### config.mk
export PLATFORM = sky130hd
export DESIGN_NAME = jpeg_restart_segment_splitter_core
export DESIGN_NICKNAME = d
export VERILOG_FILES = /design/src/jrss_pkg.sv /design/src/jrss_parser.sv /design/src/jrss_result_queue.sv /design/src/jpeg_restart_segment_splitter_core.sv
export SDC_FILE = /design/constraint.sdc
export NUM_CORES = 1
export LEC_CHECK = 0
export BUFFER_PORTS_ARGS = -buffer_cell sky130_fd_sc_hd__buf_2
export CORE_MARGIN = 1
export CORE_UTILIZATION = 55
export CTS_CLUSTER_DIAMETER = 80
export CTS_CLUSTER_SIZE = 24
export DETAILED_ROUTE_END_ITERATION = 12
export GPL_ROUTABILITY_DRIVEN = 0
export PLACE_DENSITY = 0.81
export SLEW_MARGIN = 5
export SYNTH_ARGS = -nofsm -noshare
export SYNTH_HDL_FRONTEND = slang
export SYNTH_SLANG_ARGS = --single-unit
### constraint.sdc
create_clock -name clk -period 5.7 [get_ports clk]
set_input_delay 0.285 -clock clk [delete_from_list [all_inputs] [get_ports clk]]
set_output_delay 0.285 -clock clk [all_outputs]
set_load 0.005 [all_outputs]
### src/jrss_pkg.sv
package jrss_pkg;

  // Default widths of the segment counters.
  localparam int SEGMENT_INDEX_BITS_DEF = 16;
  localparam int SEGMENT_LENGTH_BITS_DEF = 24;

  // Result queue depth; a power of two so the pointers wrap naturally.
  localparam int QUEUE_DEPTH = 4;

  // Marker bytes.
  localparam logic [7:0] BYTE_FF = 8'hff;
  localparam logic [7:0] BYTE_00 = 8'h00;
  localparam logic [7:0] MARK_SOI = 8'hd8;
  localparam logic [7:0] MARK_SOS = 8'hda;
  localparam logic [7:0] MARK_EOI = 8'hd9;
  localparam logic [4:0] MARK_RST_HI = 5'b11010;

  typedef enum logic [2:0] {
    PH_SOI0,
    PH_SOI1,
    PH_HDR,
    PH_SKIP,
    PH_ENTROPY
  } phase_t;

  typedef enum logic [1:0] {
    KIND_DATA = 2'd0,
    KIND_SEG_END = 2'd1,
    KIND_ACCEPT = 2'd2,
    KIND_REJECT = 2'd3
  } kind_t;

  typedef enum logic [2:0] {
    ERR_NONE = 3'd0,
    ERR_SOI = 3'd1,
    ERR_PREFIX = 3'd2,
    ERR_LENGTH = 3'd3,
    ERR_TRUNC = 3'd4,
    ERR_EMPTY = 3'd5,
    ERR_MARKER = 3'd6,
    ERR_EOI = 3'd7
  } err_t;

  // Fixed-width part of one result.
  typedef struct packed {
    kind_t kind;
    logic [7:0] data;
    err_t err;
    logic last;
  } res_meta_t;

endpackage

### src/jrss_parser.sv
module jrss_parser
  import jrss_pkg::*;
#(
  parameter int SEGMENT_INDEX_BITS = SEGMENT_INDEX_BITS_DEF,
  parameter int SEGMENT_LENGTH_BITS = SEGMENT_LENGTH_BITS_DEF
) (
  input  logic clk,
  input  logic rst,
  input  logic fire,
  input  logic [7:0] data_byte,
  input  logic end_of_file,
  output logic [1:0] res_cnt,
  output res_meta_t res0,
  output res_meta_t res1,
  output logic [SEGMENT_INDEX_BITS-1:0] idx0,
  output logic [SEGMENT_INDEX_BITS-1:0] idx1,
  output logic [SEGMENT_LENGTH_BITS-1:0] len0
);

  localparam int IB = SEGMENT_INDEX_BITS;
  localparam int LB = SEGMENT_LENGTH_BITS;

  phase_t phase, phase_next;
  logic [1:0] header_position, header_position_next;
  logic [7:0] marker_code, marker_code_next;
  logic [15:0] skip_remaining, skip_remaining_next;
  logic pending_ff, pending_ff_next;
  logic [IB-1:0] restart_count, restart_count_next;
  logic [LB-1:0] bytes_in_segment, bytes_in_segment_next;
  logic failed, failed_next;

  err_t err;
  logic accept;
  logic [1:0] n_bytes;
  logic seg_end;
  logic [1:0] add_cnt;
  logic [7:0] byte0;
  logic [15:0] hdr_len;
  logic [15:0] skip_dec;
  logic [LB:0] len_sum;
  logic [7:0] rst_marker;
  logic has_final;

  assign hdr_len = {skip_remaining[7:0], data_byte};
  assign skip_dec = skip_remaining - 16'd1;
  assign len_sum = {1'b0, bytes_in_segment} + (LB+1)'(add_cnt);
  assign rst_marker = {MARK_RST_HI, restart_count[2:0]};

  // State registers.
  always_ff @(posedge clk) begin
    if (rst) begin
      phase <= PH_SOI0;
      header_position <= '0;
      marker_code <= '0;
      skip_remaining <= '0;
      pending_ff <= 1'b0;
      restart_count <= '0;
      bytes_in_segment <= '0;
      failed <= 1'b0;
    end else begin
      phase <= phase_next;
      header_position <= header_position_next;
      marker_code <= marker_code_next;
      skip_remaining <= skip_remaining_next;
      pending_ff <= pending_ff_next;
      restart_count <= restart_count_next;
      bytes_in_segment <= bytes_in_segment_next;
      failed <= failed_next;
    end
  end

  // Byte decode, state update and result assembly.
  always_comb begin
    phase_next = phase;
    header_position_next = header_position;
    marker_code_next = marker_code;
    skip_remaining_next = skip_remaining;
    pending_ff_next = pending_ff;
    restart_count_next = restart_count;
    bytes_in_segment_next = bytes_in_segment;
    failed_next = failed;
    err = ERR_NONE;
    accept = 1'b0;
    n_bytes = 2'd0;
    seg_end = 1'b0;
    add_cnt = 2'd0;
    byte0 = data_byte;

    if (fire && !failed) begin
      unique case (phase)
        PH_SOI0: begin
          if (data_byte != BYTE_FF) begin
            err = ERR_SOI;
          end else begin
            phase_next = PH_SOI1;
            if (end_of_file) err = ERR_TRUNC;
          end
        end
        PH_SOI1: begin
          if (data_byte != MARK_SOI) begin
            err = ERR_SOI;
          end else begin
            phase_next = PH_HDR;
            header_position_next = 2'd0;
            if (end_of_file) err = ERR_TRUNC;
          end
        end
        PH_HDR: begin
          case (header_position)
            2'd0: begin
              if (data_byte != BYTE_FF) begin
                err = ERR_PREFIX;
              end else begin
                header_position_next = 2'd1;
                if (end_of_file) err = ERR_TRUNC;
              end
            end
            2'd1: begin
              marker_code_next = data_byte;
              header_position_next = 2'd2;
              if (end_of_file) err = ERR_TRUNC;
            end
            2'd2: begin
              skip_remaining_next = {8'd0, data_byte};
              header_position_next = 2'd3;
              if (end_of_file) err = ERR_TRUNC;
            end
            default: begin
              if (hdr_len < 16'd2) begin
                err = ERR_LENGTH;
              end else begin
                skip_remaining_next = hdr_len - 16'd2;
                if (hdr_len == 16'd2) begin
                  // Empty body: the segment is skipped at once.
                  if (marker_code == MARK_SOS) begin
                    phase_next = PH_ENTROPY;
                    pending_ff_next = 1'b0;
                    bytes_in_segment_next = '0;
                    restart_count_next = '0;
                    if (end_of_file) err = ERR_EOI;
                  end else begin
                    phase_next = PH_HDR;
                    header_position_next = 2'd0;
                    if (end_of_file) err = ERR_TRUNC;
                  end
                end else begin
                  phase_next = PH_SKIP;
                  if (end_of_file) err = ERR_TRUNC;
                end
              end
            end
          endcase
        end
        PH_SKIP: begin
          skip_remaining_next = skip_dec;
          if (skip_dec == 16'd0) begin
            if (marker_code == MARK_SOS) begin
              phase_next = PH_ENTROPY;
              pending_ff_next = 1'b0;
              bytes_in_segment_next = '0;
              restart_count_next = '0;
              if (end_of_file) err = ERR_EOI;
            end else begin
              phase_next = PH_HDR;
              header_position_next = 2'd0;
              if (end_of_file) err = ERR_TRUNC;
            end
          end else if (end_of_file) begin
            err = ERR_TRUNC;
          end
        end
        PH_ENTROPY: begin
          if (!pending_ff) begin
            if (data_byte == BYTE_FF) begin
              pending_ff_next = 1'b1;
              if (end_of_file) err = ERR_EOI;
            end else if (end_of_file) begin
              err = ERR_EOI;
            end else begin
              n_bytes = 2'd1;
              add_cnt = 2'd1;
            end
          end else begin
            pending_ff_next = 1'b0;
            if (data_byte == BYTE_00) begin
              if (end_of_file) begin
                err = ERR_EOI;
              end else begin
                // Stuffed FF passes through as both bytes.
                n_bytes = 2'd2;
                add_cnt = 2'd2;
                byte0 = BYTE_FF;
              end
            end else if (data_byte == MARK_EOI) begin
              if (bytes_in_segment == '0) begin
                err = ERR_EMPTY;
              end else begin
                seg_end = 1'b1;
                if (end_of_file) accept = 1'b1;
                else err = ERR_EOI;
              end
            end else if (data_byte == rst_marker) begin
              if (bytes_in_segment == '0) begin
                err = ERR_EMPTY;
              end else begin
                seg_end = 1'b1;
                restart_count_next = restart_count + IB'(1);
                bytes_in_segment_next = '0;
                if (end_of_file) err = ERR_EOI;
              end
            end else begin
              err = ERR_MARKER;
            end
          end
          if (add_cnt != 2'd0) begin
            bytes_in_segment_next = len_sum[LB] ? '1 : len_sum[LB-1:0];
          end
        end
        default: err = ERR_SOI;
      endcase
    end

    // Result slots: data bytes or a segment end first, then the verdict.
    has_final = (err != ERR_NONE) || accept;
    res0 = '{kind: KIND_DATA, data: byte0, err: ERR_NONE, last: 1'b0};
    res1 = '{kind: KIND_DATA, data: BYTE_00, err: ERR_NONE, last: 1'b1};
    idx0 = restart_count;
    idx1 = restart_count_next;
    len0 = '0;
    res_cnt = 2'd0;
    if (n_bytes != 2'd0) begin
      res_cnt = n_bytes;
      res0.last = (n_bytes == 2'd1);
      idx1 = restart_count;
    end else if (seg_end) begin
      res0 = '{kind: KIND_SEG_END, data: 8'd0, err: ERR_NONE, last: !has_final};
      len0 = bytes_in_segment;
      res_cnt = has_final ? 2'd2 : 2'd1;
      if (err != ERR_NONE) begin
        res1 = '{kind: KIND_REJECT, data: 8'd0, err: err, last: 1'b1};
      end else begin
        res1 = '{kind: KIND_ACCEPT, data: 8'd0, err: ERR_NONE, last: 1'b1};
      end
    end else if (err != ERR_NONE) begin
      res0 = '{kind: KIND_REJECT, data: 8'd0, err: err, last: 1'b1};
      idx0 = restart_count_next;
      res_cnt = 2'd1;
    end

    // End of file re-arms the block; an error silences it until then.
    if (fire) begin
      if (end_of_file) begin
        phase_next = PH_SOI0;
        header_position_next = '0;
        marker_code_next = '0;
        skip_remaining_next = '0;
        pending_ff_next = 1'b0;
        restart_count_next = '0;
        bytes_in_segment_next = '0;
        failed_next = 1'b0;
      end else if (err != ERR_NONE) begin
        failed_next = 1'b1;
      end
    end
  end

`ifndef SYNTHESIS
  // A rejected file stays silent until its final byte.
  assert property (@(posedge clk) disable iff (rst) (fire && failed) |-> (res_cnt == 2'd0))
    else $error("parser emitted results while failed");
  // The final byte of a file always returns the parser to its reset state.
  assert property (@(posedge clk) disable iff (rst)
    (fire && end_of_file) |=> (phase == PH_SOI0 && !failed && restart_count == '0))
    else $error("parser not re-armed after end of file");
`endif

endmodule

### src/jrss_result_queue.sv
module jrss_result_queue
  import jrss_pkg::*;
#(
  parameter int SEGMENT_INDEX_BITS = SEGMENT_INDEX_BITS_DEF,
  parameter int SEGMENT_LENGTH_BITS = SEGMENT_LENGTH_BITS_DEF
) (
  input  logic clk,
  input  logic rst,
  input  logic [1:0] push_cnt,
  input  res_meta_t res0,
  input  res_meta_t res1,
  input  logic [SEGMENT_INDEX_BITS-1:0] idx0,
  input  logic [SEGMENT_INDEX_BITS-1:0] idx1,
  input  logic [SEGMENT_LENGTH_BITS-1:0] len0,
  output logic [$clog2(QUEUE_DEPTH+1)-1:0] level,
  output logic out_valid,
  input  logic out_stall,
  output res_meta_t head,
  output logic [SEGMENT_INDEX_BITS-1:0] head_idx,
  output logic [SEGMENT_LENGTH_BITS-1:0] head_len
);

  localparam int PTR_W = $clog2(QUEUE_DEPTH);
  localparam int LVL_W = $clog2(QUEUE_DEPTH+1);

  res_meta_t meta_mem [QUEUE_DEPTH];
  logic [SEGMENT_INDEX_BITS-1:0] idx_mem [QUEUE_DEPTH];
  logic [SEGMENT_LENGTH_BITS-1:0] len_mem [QUEUE_DEPTH];
  logic [PTR_W-1:0] wr_ptr, rd_ptr, wr_ptr_1;
  logic pop;

  assign wr_ptr_1 = wr_ptr + PTR_W'(1);
  assign out_valid = (level != '0);
  assign pop = out_valid && !out_stall;
  assign head = meta_mem[rd_ptr];
  assign head_idx = idx_mem[rd_ptr];
  assign head_len = len_mem[rd_ptr];

  // Pointers and fill level.
  always_ff @(posedge clk) begin
    if (rst) begin
      wr_ptr <= '0;
      rd_ptr <= '0;
      level <= '0;
    end else begin
      wr_ptr <= wr_ptr + PTR_W'(push_cnt);
      if (pop) rd_ptr <= rd_ptr + PTR_W'(1);
      level <= level + LVL_W'(push_cnt) - LVL_W'(pop);
    end
  end

  // Storage; the second slot only ever carries a zero length.
  always_ff @(posedge clk) begin
    if (push_cnt != 2'd0) begin
      meta_mem[wr_ptr] <= res0;
      idx_mem[wr_ptr] <= idx0;
      len_mem[wr_ptr] <= len0;
    end
    if (push_cnt == 2'd2) begin
      meta_mem[wr_ptr_1] <= res1;
      idx_mem[wr_ptr_1] <= idx1;
      len_mem[wr_ptr_1] <= '0;
    end
  end

`ifndef SYNTHESIS
  // The queue never overflows.
  assert property (@(posedge clk) disable iff (rst) level <= LVL_W'(QUEUE_DEPTH))
    else $error("result queue overflow");
`endif

endmodule

### src/jpeg_restart_segment_splitter_core.sv
// JPEG restart segment splitter.
// Input channel: one raw file byte per transaction (data_byte, end_of_file),
// handshake in_valid / in_stall. Output channel: one result per transaction
// (kind, out_byte, segment_index, segment_length, error_code, last_of_run),
// handshake out_valid / out_stall.
// A byte produces zero, one or two results; last_of_run marks the final one.
// A byte is held in the input register and parsed from there; its results
// are registered in the result queue, whose head is offered on the output.
// Throughput: one byte per cycle while the receiver keeps up. A byte that
// causes two results (stuffed FF 00, or a segment end followed by a verdict)
// takes two output transactions, set by the single output port; the
// four-entry result queue absorbs this and the input register only waits
// when fewer than two queue slots are free.
// Reset clears the parser state, the input register and the queue, and the
// block then waits for the SOI of a new file.
// When the receiver stalls, results stay in the queue unchanged; with fewer than
// two slots free, in_stall rises; the pending byte waits in the input register.
module jpeg_restart_segment_splitter_core
  import jrss_pkg::*;
#(
  parameter int SEGMENT_INDEX_BITS = SEGMENT_INDEX_BITS_DEF,
  parameter int SEGMENT_LENGTH_BITS = SEGMENT_LENGTH_BITS_DEF
) (
  input  logic clk,
  input  logic rst,
  input  logic in_valid,
  output logic in_stall,
  input  logic [7:0] data_byte,
  input  logic end_of_file,
  output logic out_valid,
  input  logic out_stall,
  output logic [1:0] kind,
  output logic [7:0] out_byte,
  output logic [SEGMENT_INDEX_BITS-1:0] segment_index,
  output logic [SEGMENT_LENGTH_BITS-1:0] segment_length,
  output logic [2:0] error_code,
  output logic last_of_run
);

  localparam int LVL_W = $clog2(QUEUE_DEPTH+1);

  logic in_full;
  logic [7:0] byte_q;
  logic eof_q;
  logic fire;
  logic [LVL_W-1:0] level;
  logic [1:0] res_cnt;
  res_meta_t res0, res1, head;
  logic [SEGMENT_INDEX_BITS-1:0] idx0, idx1;
  logic [SEGMENT_LENGTH_BITS-1:0] len0;

  // A held byte is parsed once the queue has room for two results.
  assign fire = in_full && (level <= LVL_W'(QUEUE_DEPTH - 2));
  assign in_stall = in_full && !fire;

  // Input register.
  always_ff @(posedge clk) begin
    if (rst) begin
      in_full <= 1'b0;
    end else if (!in_stall) begin
      in_full <= in_valid;
    end
  end

  always_ff @(posedge clk) begin
    if (in_valid && !in_stall) begin
      byte_q <= data_byte;
      eof_q <= end_of_file;
    end
  end

  jrss_parser #(
    .SEGMENT_INDEX_BITS(SEGMENT_INDEX_BITS),
    .SEGMENT_LENGTH_BITS(SEGMENT_LENGTH_BITS)
  ) u_parser (
    .clk(clk),
    .rst(rst),
    .fire(fire),
    .data_byte(byte_q),
    .end_of_file(eof_q),
    .res_cnt(res_cnt),
    .res0(res0),
    .res1(res1),
    .idx0(idx0),
    .idx1(idx1),
    .len0(len0)
  );

  jrss_result_queue #(
    .SEGMENT_INDEX_BITS(SEGMENT_INDEX_BITS),
    .SEGMENT_LENGTH_BITS(SEGMENT_LENGTH_BITS)
  ) u_queue (
    .clk(clk),
    .rst(rst),
    .push_cnt(res_cnt),
    .res0(res0),
    .res1(res1),
    .idx0(idx0),
    .idx1(idx1),
    .len0(len0),
    .level(level),
    .out_valid(out_valid),
    .out_stall(out_stall),
    .head(head),
    .head_idx(segment_index),
    .head_len(segment_length)
  );

  // Output fields.
  assign kind = head.kind;
  assign out_byte = head.data;
  assign error_code = head.err;
  assign last_of_run = head.last;

`ifndef SYNTHESIS
  // Both results of a byte are queued together, so a non-final one has a sibling.
  assert property (@(posedge clk) disable iff (rst)
    (out_valid && !out_stall && !last_of_run) |-> (level >= LVL_W'(2)))
    else $error("result run split across queue writes");
`endif

endmodule

-- Yosys cells after proc, flatten, opt, wreduce, memory -nomap -nowiden
Memories as Yosys holds them, arrays and structs flattened. A register that Yosys moved wholly into a read port is not among the register bits.
Cells that the tools add are included.
- flip-flop bits (word level): 88
- bits in writable memories: 216
- input port bits: 13
- output and inout bits: 56
- memories: 3
- add/subtract/negate cells: 9
- order comparisons: 2
- equal/unequal tests: 15
- muxes and demuxes: 152
- reduce and logical (&&, ||, !) cells: 26
- memory list (name ; words ; width ; read ports ; clocked after memory_dff ; wr ports ; RTL line ; RTL):
    u_queue.len_mem ; 4 ; 24 ; 1 ; 1 ; 2 ; jrss_result_queue.sv:28 ; logic [SEGMENT_LENGTH_BITS-1:0] len_mem [QUEUE_DEPTH];
    u_queue.idx_mem ; 4 ; 16 ; 1 ; 1 ; 2 ; jrss_result_queue.sv:27 ; logic [SEGMENT_INDEX_BITS-1:0] idx_mem [QUEUE_DEPTH];
    u_queue.meta_mem ; 4 ; 14 ; 1 ; 1 ; 2 ; jrss_result_queue.sv:26 ; res_meta_t meta_mem [QUEUE_DEPTH];
- operators with widths (kind ; number):
    $mux 24 ; 17
    $mux 16 ; 21
    $mux 3 ; 27
    $mux 8 ; 10
    $pmux 24 s3 ; 1
    $pmux 16 s2 ; 2
    $mux 14 ; 4
    $mux 2 ; 28
    $pmux 16 s3 ; 1
    $mux 1 ; 33
    $mux 13 ; 2
    $add 24x2->25 ; 1
    $eq 8x8->1 const B ; 3
    $logic_not 24->1 ; 1
    $add 16x1->16 const B ; 1
    $eq 16x2->1 const B ; 1
    $logic_not 16->1 ; 1
    $lt 16x2->1 const B ; 1
    $ne 8x8->1 const B ; 2
    $sub 16x1->16 const B ; 1
    $sub 16x2->16 const B ; 1
    $pmux 3 s5 ; 1
    $pmux 2 s3 ; 2
    $pmux 3 s4 ; 1
    other kinds (24) ; 41

-- Depth between registers and ports, before layout
Gate-level depths: netlist (run 1).
- depth after elaboration: 16
- depth in mapped cells: 19
- gate-level depth less buffers: 17

-- Cells and area by module
A second synthesis (run 1) with hierarchy kept.
- cells, all modules: 1701
- area total of the unflattened synthesis: 17225.3 sq um
- modules (own cells, without submodules) (module ; times used ; cells each ; area each (sq um) ; sequential area each (sq um)):
    jrss_result_queue ; 1 ; 810 ; 10621.4 ; 5705.5
    jrss_parser ; 1 ; 873 ; 6267.3 ; 1421.4
    jpeg_restart_segment_splitter_core ; 1 ; 18 ; 336.6 ; 290.3

-- Worst setup path after synthesis (run 1)
Ideal clock, no wire load.
- path type: reg2reg
- start: reg u_queue.level[1]
- end: reg u_parser.bytes_in_segment[9]
- data arrival time: 4289 ps
- data required time: 5635 ps
- setup slack: 1346 ps
- stages on the path, launching flop included: 19
- path buffers: 3
- cells stage by stage: dfxtp_1 > a21oi_1 > and3b_1 > clkbuf_1 > nand2_1 > clkbuf_1 > nor3_1 > inv_1 > fa_1 > and3b_1 > and3_1 > nand3_1 > nor3_1 > nand2b_1 > clkbuf_1 > o21ai_0 > a22o_1 > a22oi_1 > nor2_1
- word-level cells in the longest chain between the ends: 11
- RTL lines (what ; RTL line ; RTL):
    start, declared ; jrss_result_queue.sv:15 ; output logic [$clog2(QUEUE_DEPTH+1)-1:0] level,
    start signal, assigned ; jrss_result_queue.sv:48 ; level <= level + LVL_W'(push_cnt) - LVL_W'(pop);
    $le 3x2->1 (*) ; jpeg_restart_segment_splitter_core.sv:53 ; assign fire = in_full && (level <= LVL_W'(QUEUE_DEPTH - 2));
    $logic_and 1x1->1 (*) ; jpeg_restart_segment_splitter_core.sv:53 ;
    $logic_and 1x1->1 ; jrss_parser.sv:89 ; if (fire && !failed) begin
    $mux 2 ; jrss_parser.sv:89 ;
    $add 24x2->25 ; jrss_parser.sv:46 ; assign len_sum = {1'b0, bytes_in_segment} + (LB+1)'(add_cnt);
    $mux 24 ; jrss_parser.sv:216 ; bytes_in_segment_next = len_sum[LB] ? '1 : len_sum[LB-1:0];
    $mux 24 ; jrss_parser.sv:215 ; if (add_cnt != 2'd0) begin
    $pmux 24 s3 ; jrss_parser.sv:90 ; unique case (phase)
    $mux 24 ; jrss_parser.sv:89 ;
    $mux 24 ; jrss_parser.sv:252 ; if (end_of_file) begin
    $mux 24 (*) ; jrss_parser.sv:251 ; if (fire) begin
    end signal, assigned ; jrss_parser.sv:67 ; bytes_in_segment <= bytes_in_segment_next;
    end, declared ; jrss_parser.sv:29 ; logic [LB-1:0] bytes_in_segment, bytes_in_segment_next;
Mark *: on every way between the ends. The rest lies on a longest branch, timed or not.
A chain may end at the register's enable or synchronous reset.

==> results of run 1 <==
[logic make-up (layout without fill, tap and decap cells)]
kind of cell	Yosys count	count (layout)	share of synthesized area (%)
simple gates	379	379	12.4
fa+ha+maj	17	17	1.47
flops	306	306	45.6
compound gates	422	422	20.2
mux	126	126	13.9
xor+xnor	23	23	1.30
buf+inv	174	167	5.18
[cells in the final DEF, fill, tap and decap left out, types with 7 or more instances in the layout]
| cell | n |
|---|---|
| edfxtp_1 | 93 |
| xnor2_1 | 13 |
| a31oi_1 | 10 |
| nor2b_1 | 12 |
| clkbuf_16 | 17 |
| buf_2 | 68 |
| inv_1 | 44 |
| xor2_1 | 10 |
| a22oi_1 | 11 |
| dfxtp_1 | 211 |
| nor3_1 | 23 |
| nand2_1 | 85 |
| a21oi_1 | 73 |
| mux4_2 | 54 |
| nand4_1 | 11 |
| nor4_1 | 14 |
| o31ai_1 | 9 |
| nor2_1 | 116 |
| mux2_2 | 25 |
| nand3_1 | 22 |
| and3_1 | 19 |
| and2_1 | 27 |
| buf_4 | 19 |
| a22o_1 | 100 |
| mux2i_1 | 7 |
| a211oi_1 | 7 |
| o21ai_0 | 91 |
| o2bb2ai_1 | 26 |
| a32o_1 | 10 |
| ha_1 | 15 |
| dlygate4sd3_1 | 9 |
| o32ai_1 | 9 |
| mux2_4 | 36 |
| or3_1 | 7 |
[metrics by stage]
| step | hold slack [ns] | total power [mW] | instance area, um2 |
|---|---|---|---|
| floorplan | 0.384 | 3.23 | 15500 |
| global placement | 0.439 | 3.49 | 15800 |
| detailed placement | 0.443 | 3.52 | 15800 |
| CTS | 0.0697 | 4.78 | 16400 |
| global route | 0.0754 | 4.95 | 16400 |
| finish | 0.0780 | 4.77 | 16400 |
[path summary, 6_finish.rpt]
check,start,endpoint,slack [ns]
hold / removal,in_valid,in_full,0.08
hold reg to reg,u_queue.meta_mem[1][11],u_queue.meta_mem[1][11],0.46
setup reg to reg,byte_q[5],u_queue.idx_mem[0][6],0.32
setup / recovery,byte_q[5],u_queue.idx_mem[0][6],0.32
[final cells by class]
type / count / area [um2] / area share, %
clock buffers: 22 / 444 / 2.71
inverters: 45 / 169 / 1.03
repair buffers: 96 / 573 / 3.49
multi-input cells: 967 / 7640 / 46.6
clock inverters: 4 / 47.5 / 0.290
well taps: 378 / 473 / 2.88
flip-flops and latches: 306 / 7060 / 43.0
[report_power, final]
group | leakage (nW) | internal (mW) | switching (mW) | total, mW
Sequential | 2.58 | 2.35 | 0.132 | 2.48
Clock | 0.239 | 0.570 | 0.721 | 1.29
Combinational | 3.22 | 0.403 | 0.600 | 1.00
[flip-flops by register name, summed over array words and instances, names as in the netlist, 3 cells and up, named ones only]
signal                     cells
u_queue.idx_mem               64
u_parser.phase                 3
u_parser.bytes_in_segment     24
byte_q                         8
u_queue.level                  3
u_parser.skip_remaining       16
u_parser.marker_code           8
u_parser.restart_count        16
u_queue.len_mem               96
u_queue.meta_mem              56
[routing by layer]
layer / part of all wire (%) / vias to the layer above / wire [um] / track usage (%)
li1: - / 5427 / - / -
met1: 42 / 5840 / 16500 / 38.8
met2: 46 / 656 / 18000 / 42.6
met3: 9.6 / 109 / 3770 / 4.15
met4: 2.4 / 0 / 928 / 7.76
met5: 0 / - / 0 / 0
[worst min-delay path, cell delays in order]
cell	delay, ns
buf_2	0.10
nor2_1	0.09
nor2_1	0.07
==> out/metrics.cfg, run 1 <==
[global_route]
grt_pass1_vias = 11400
grt_use_total_pct = 27.1
antenna_found_initial = 0
grt_pass1_wl_um = 62500
grt_overflow_total = 0
grt_max_degree = 35

[detailed_routing]
first_pass_iters = 7
drc_errors = 0
drt-total-wl_um = 39100
wl_per_cell_um = 21.5
drtIter0Drc = 1579
vias_per_cell = 6.62
vias = 12000
ant_nets = 0

[synth]
synthTopCellsByCount = dfxtp_1, nor2_1, a22o_1
synth_edf_count = 93
yosysMostFrequentCell = dfxtp_1
yosysTopAreaCellShare_pct = 27.5
ys_ff_latch = 306
synth_fp_nets = 1477
ys_seq_area_share_pct = 45.6
syn_avg_cell_area_um2 = 10.7
synth_ff_type = dfxtp_1
synth_area_leaders = dfxtp_1, edfxtp_1, mux4_2
async_reset_ff_share_pct = 0
ys_types = 94
yosys.area.top_type = dfxtp_1
syn-cell-area_mm2 = 0.0155
synthCells = 1447
synth-warning-count = 0

[placed_design]
port_buffers = 68
dp_hpwl_um = 25700
dp_cells = 1783
dpl_worst_slack_ns = 0.491

[final_layout]
nets = 1463
fin_util_pct = 59.2
fin_cells = 1818
synthToLayoutAreaGrowth_pct = 5.95
num_antenna_cells = 0
fill_cells = 2240
drive_gt1_share_pct = 18.1

[power_and_ir_drop]
p_per_area_mw_per_mm2 = 291
leakage_nw = 6.03
peakVddDrop_mv = 0.179

[timing]
finalCritPeriodShare_pct = 94.3
fmax_mhz = 186
min_period_ns = 5.38
slew_viol_final = 0
fin_skew_ns = 0.0260
maxSlewHeadroom_pct = 25.7
setup_viol = 0
fin_ws_ns = 0.324
rsz0062_at_grt = no
hold_viol_final = 0
tightest_slew_ns = 1.11
fin_tns_setup_ns = 0

[worst_setup_path]
cp_slowest_cell = a22oi_4
crit_required_ns = 5.77
critPathKind = flop to flop
r2r.worst_path.cells = 9
critical_path_cell_count = 9
worstPathCellList = nand4b_1, nor3_1, o2111ai_1, o2111a_2, a41oi_4, and4_1, nand2_1, a22oi_4, inv_1
arrival_ns = 5.45
crit_path_max_incr_delay_ns = 0.93
end_kind = flop
critical_path_peak_fanout = 33
start_kind = flop
crit_family = simple AND/OR/NAND/NOR gates
path_buf_inv = 1

[clock_network]
cts_hold_buf = 9
clock_path_buffers = 3
cts_setup_buffers = 0
clk_pin_slew_ns = 0.10
tritoncts = done
cts.htree.levels = 1
clk_latency_ns = 0.52
ctsResizeCount = 0
cts_num_sinks = 306
cts_buffers = 17
cts_root_buf = clkbuf_16

[floorplan]
die_area_mm2 = 0.0288
die_h_um = 170
initial_utilization_pct = 55.9
rows = 61
die_x_um = 170
core_mm2 = 0.0277
io_pins = 69

[run]
cap_violations = 0

[worst_hold_path]
worstHoldPathCells = 3
hold_path.class = input port to flop

[run_status]
status = complete, no violations

Note: power is estimated with default switching activity, not from simulation.
==> run 2: changes to the inputs <==
--- a/config.mk
+++ b/config.mk
@@ -5,6 +5,7 @@
 export SDC_FILE = /design/constraint.sdc
 export NUM_CORES = 1
 export LEC_CHECK = 0
+export ABC_AREA = 1
 export BUFFER_PORTS_ARGS = -buffer_cell sky130_fd_sc_hd__buf_2
 export CORE_MARGIN = 1
 export CORE_UTILIZATION = 55
==> run 2 against run 1 <==
Effect of this change:
- clock skew grew 0.0098 ns
- largest power group unchanged
- synthesized area is 7.5% higher
- global-route usage up 3.7 points
==> out/metrics.cfg, run 2 <==
[run_status]
status = complete, no violations  ; unchanged

[synth]
synth_ff_type = dfxtp_1  ; unchanged
yosysMostFrequentCell = nand2_1  ; was dfxtp_1
ys_ff_latch = 306  ; unchanged
synth_area_leaders = dfxtp_1, edfxtp_1, nand2_1  ; was dfxtp_1, edfxtp_1, mux4_2
synth_edf_count = 93  ; unchanged
synth_fp_nets = 2411  ; was 1,477
syn_avg_cell_area_um2 = 6.99  ; was 10.7 um2
ys_types = 54  ; was 94
synthTopCellsByCount = nand2_1, nor2_1, o21ai_0  ; was dfxtp_1, nor2_1, a22o_1
synth-warning-count = 0  ; unchanged
ys_seq_area_share_pct = 42.4  ; was 45.6%
synthCells = 2381  ; was 1,447
syn-cell-area_mm2 = 0.0166  ; was 0.0155 mm2
yosysTopAreaCellShare_pct = 25.6  ; was 27.5%
async_reset_ff_share_pct = 0  ; unchanged
yosys.area.top_type = dfxtp_1  ; unchanged

[power_and_ir_drop]
peakVddDrop_mv = 0.188  ; was 0.179 mV
total_power_mw = 5.59  ; was 4.77 mW
pwr-share-seq_pct = 45.6  ; was 51.9%
p_clk_share_pct = 24.0  ; was 27.0%
power_switching_mw = 2.01  ; was 1.45 mW
internal_power_mw = 3.58  ; was 3.32 mW
combinationalPowerShare_pct = 30.4  ; was 21.0%
p_per_area_mw_per_mm2 = 317  ; was 291 mW/mm2
leakage_nw = 7.73  ; was 6.03 nW
p_sw_share_pct = 36.0  ; was 30.5%

[detailed_routing]
wl_per_cell_um = 17.4  ; was 21.5 um
drt-total-wl_um = 48300  ; was 39,100 um
drc_errors = 0  ; unchanged
drtIter0Drc = 2265  ; was 1,579
ant_nets = 0  ; unchanged
vias_per_cell = 5.95  ; was 6.62
vias = 16500  ; was 12,000
first_pass_iters = 6  ; was 7

[floorplan]
rows = 63  ; was 61
die_x_um = 176  ; was 170 um
die_h_um = 176  ; was 170 um
die_area_mm2 = 0.0310  ; was 0.0288 mm2
initial_utilization_pct = 56.0  ; was 55.9%
io_pins = 69  ; unchanged
core_mm2 = 0.0297  ; was 0.0277 mm2

[final_layout]
nets = 2407  ; was 1,463
fin_util_pct = 59.3  ; was 59.2%
synthToLayoutAreaGrowth_pct = 5.98  ; was 5.95%
final_common_cell = nand2_1  ; was dfxtp_1
num_antenna_cells = 0  ; unchanged
regMostFlops = u_queue.len_mem  ; unchanged
largest_reg_flops = 96  ; unchanged
final_cell_mix = nand2_1, nor2_1, o21ai_0  ; was dfxtp_1, nor2_1, a22o_1
final_area_mm2 = 0.0176  ; was 0.0164 mm2
drive_gt1_share_pct = 7.17  ; was 18.1%
reg.largest.list = u_queue.len_mem (96), u_queue.idx_mem (64), u_queue.meta_mem (56)  ; unchanged

[worst_setup_path]
start_kind = flop  ; unchanged
critPathKind = flop to flop  ; unchanged
crit_required_ns = 6.17  ; was 5.77 ns
path_buf_inv = 6  ; was 1
worstPathCellList = nor2_1, inv_1, nor2_1, buf_4, inv_2, nor2_4, inv_2, nor4_2, clkinv_1, fa_1, or2_2, nor4_2, nand3_1, nor2_1, nand2_1, nor2_1, nand3_1, o21ai_0, nand2_1, o21ai_0, nand2_1, inv_1  ; was nand4b_1, nor3_1, o2111ai_1, o2111a_2, a41oi_4, and4_1, nand2_1, a22oi_4, inv_1
end_kind = flop  ; unchanged
crit_top_cell = nor2_1
r2r_slack_ns = 0.87  ; was 0.32 ns
crit_family = simple AND/OR/NAND/NOR gates  ; unchanged
critical_path_peak_fanout = 11  ; was 33
cp_slowest_cell = fa_1  ; was a22oi_4
arrival_ns = 5.31  ; was 5.45 ns
crit_path_max_incr_delay_ns = 0.44  ; was 0.93 ns

[timing]
slew_viol_final = 0  ; unchanged
min_period_ns = 4.83  ; was 5.38 ns
fin_tns_setup_ns = 0  ; unchanged
fin_skew_ns = 0.0357  ; was 0.0260 ns
rsz0062_at_grt = no  ; unchanged
hold_viol_final = 0  ; unchanged
setup_viol = 0  ; unchanged
finalCritPeriodShare_pct = 84.8  ; was 94.3%
fmax_mhz = 207  ; was 186 MHz
maxSlewHeadroom_pct = 15.1  ; was 25.7%
tightest_slew_ns = 1.27  ; was 1.11 ns
holdWs_ns = 0.0640  ; was 0.0780 ns

[clock_network]
cts_num_sinks = 306  ; unchanged
cts.htree.levels = 1  ; unchanged
tritoncts = done  ; unchanged
clock_path_buffers = 3  ; unchanged
clk_pin_slew_ns = 0.11  ; was 0.10 ns
clk_latency_ns = 0.53  ; was 0.52 ns
cts_setup_buffers = 0  ; unchanged
cts_root_buf = clkbuf_16  ; unchanged
cts_buffers = 17  ; unchanged

[global_route]
grt_pass1_vias = 14900  ; was 11,400
grt_max_degree = 98  ; was 35
antenna_found_initial = 0  ; unchanged
grt_overflow_total = 0  ; unchanged
grt_use_total_pct = 30.8  ; was 27.1%
grt_pass1_wl_um = 77100  ; was 62,500 um

[placed_design]
port_buffers = 68  ; unchanged
dp_hpwl_um = 31200  ; was 25,700 um
dpl-instance-area_mm2 = 0.0170  ; was 0.0158 mm2

[worst_hold_path]
hold_path.class = input port to flop  ; unchanged

[run]
cap_violations = 0  ; unchanged

[run 2: power groups by stage]
| stage | Clock, mW | Combinational, mW | Sequential (mW) |
|---|---|---|---|
| after floorplan | 0 | 1.12 | 2.57 |
| after global placement | 0 | 1.63 | 2.59 |
| after detailed placement | 0 | 1.66 | 2.60 |
| after CTS | 1.35 | 1.67 | 2.54 |
| after global routing | 1.43 | 1.88 | 2.57 |
| final | 1.34 | 1.70 | 2.55 |
[run 2: what timing repair did]
| action | 4_1_cts | 5_1_grt |
|---|---|---|
| hold buffers | 10 | 0 |
| gates resized for setup | 0 | 0 |
| endpoints found under the hold margin | 10 | 0 |
[run 2: per-layer routing]
metal  share of wire, %  wire length (um)  up-vias  track usage [%]
met4                3.1              1510        0             11.3
li1                   -                 -     7876                -
met2                 45             21700      983             49.1
met3                 11              5550      127             5.21
met1                 41             19600     7534             41.9
met5                  0                 0        -                0
[run 2: worst register-to-register path, cell delays in order, from the launching register on]
cell      delay, ns
dfxtp_1        0.35
nor2_1         0.20
inv_1          0.08
nor2_1         0.09
buf_4          0.19
inv_2          0.12
nor2_4         0.24
inv_2          0.14
nor4_2         0.26
clkinv_1       0.29
fa_1           0.45
or2_2          0.36
nor4_2         0.32
nand3_1        0.18
nor2_1         0.20
nand2_1        0.15
nor2_1         0.27
nand3_1        0.39
o21ai_0        0.19
nand2_1        0.07
o21ai_0        0.09
nand2_1        0.07
inv_1          0.09
[run 2: area by class of cell]
type                            instances  area, um2
Clock buffer                           23        452
Multi-Input combinational cell       1734       8170
Clock inverter                          4       55.1
Sequential cell                       306       7060
Inverter                              221        830
Tap cell                              390        488
Timing Repair Buffer                   97        583
Fill cell                            2708      12100
[run 2: kinds of logic after synthesis]
group	synth area share, %
and+or+nand+nor	30.9
adders and majority gates	1.37
AOI/OAI and AO/OA	16.0
buffers and inverters	8.50
xor gates and xnor gates	0.789
DFF	42.4
[run 2: through the flow]
stage	instances	worst slack, ns
2_1_floorplan	2381	1.85
3_3_place_gp	2738	1.17
3_5_place_dp	2738	1.03
4_1_cts	2775	0.982
5_1_grt	2775	0.375
6_report	2775	0.866
[run 2: final timing paths]
check             cells past startpoint              startpoint                       endpoint
hold / removal                        3                in_valid                        in_full
setup / recovery                     22       u_parser.phase[0]  u_parser.bytes_in_segment[20]
hold reg to reg                       2  u_queue.len_mem[1][10]         u_queue.len_mem[1][10]
setup reg to reg                     22       u_parser.phase[0]  u_parser.bytes_in_segment[20]
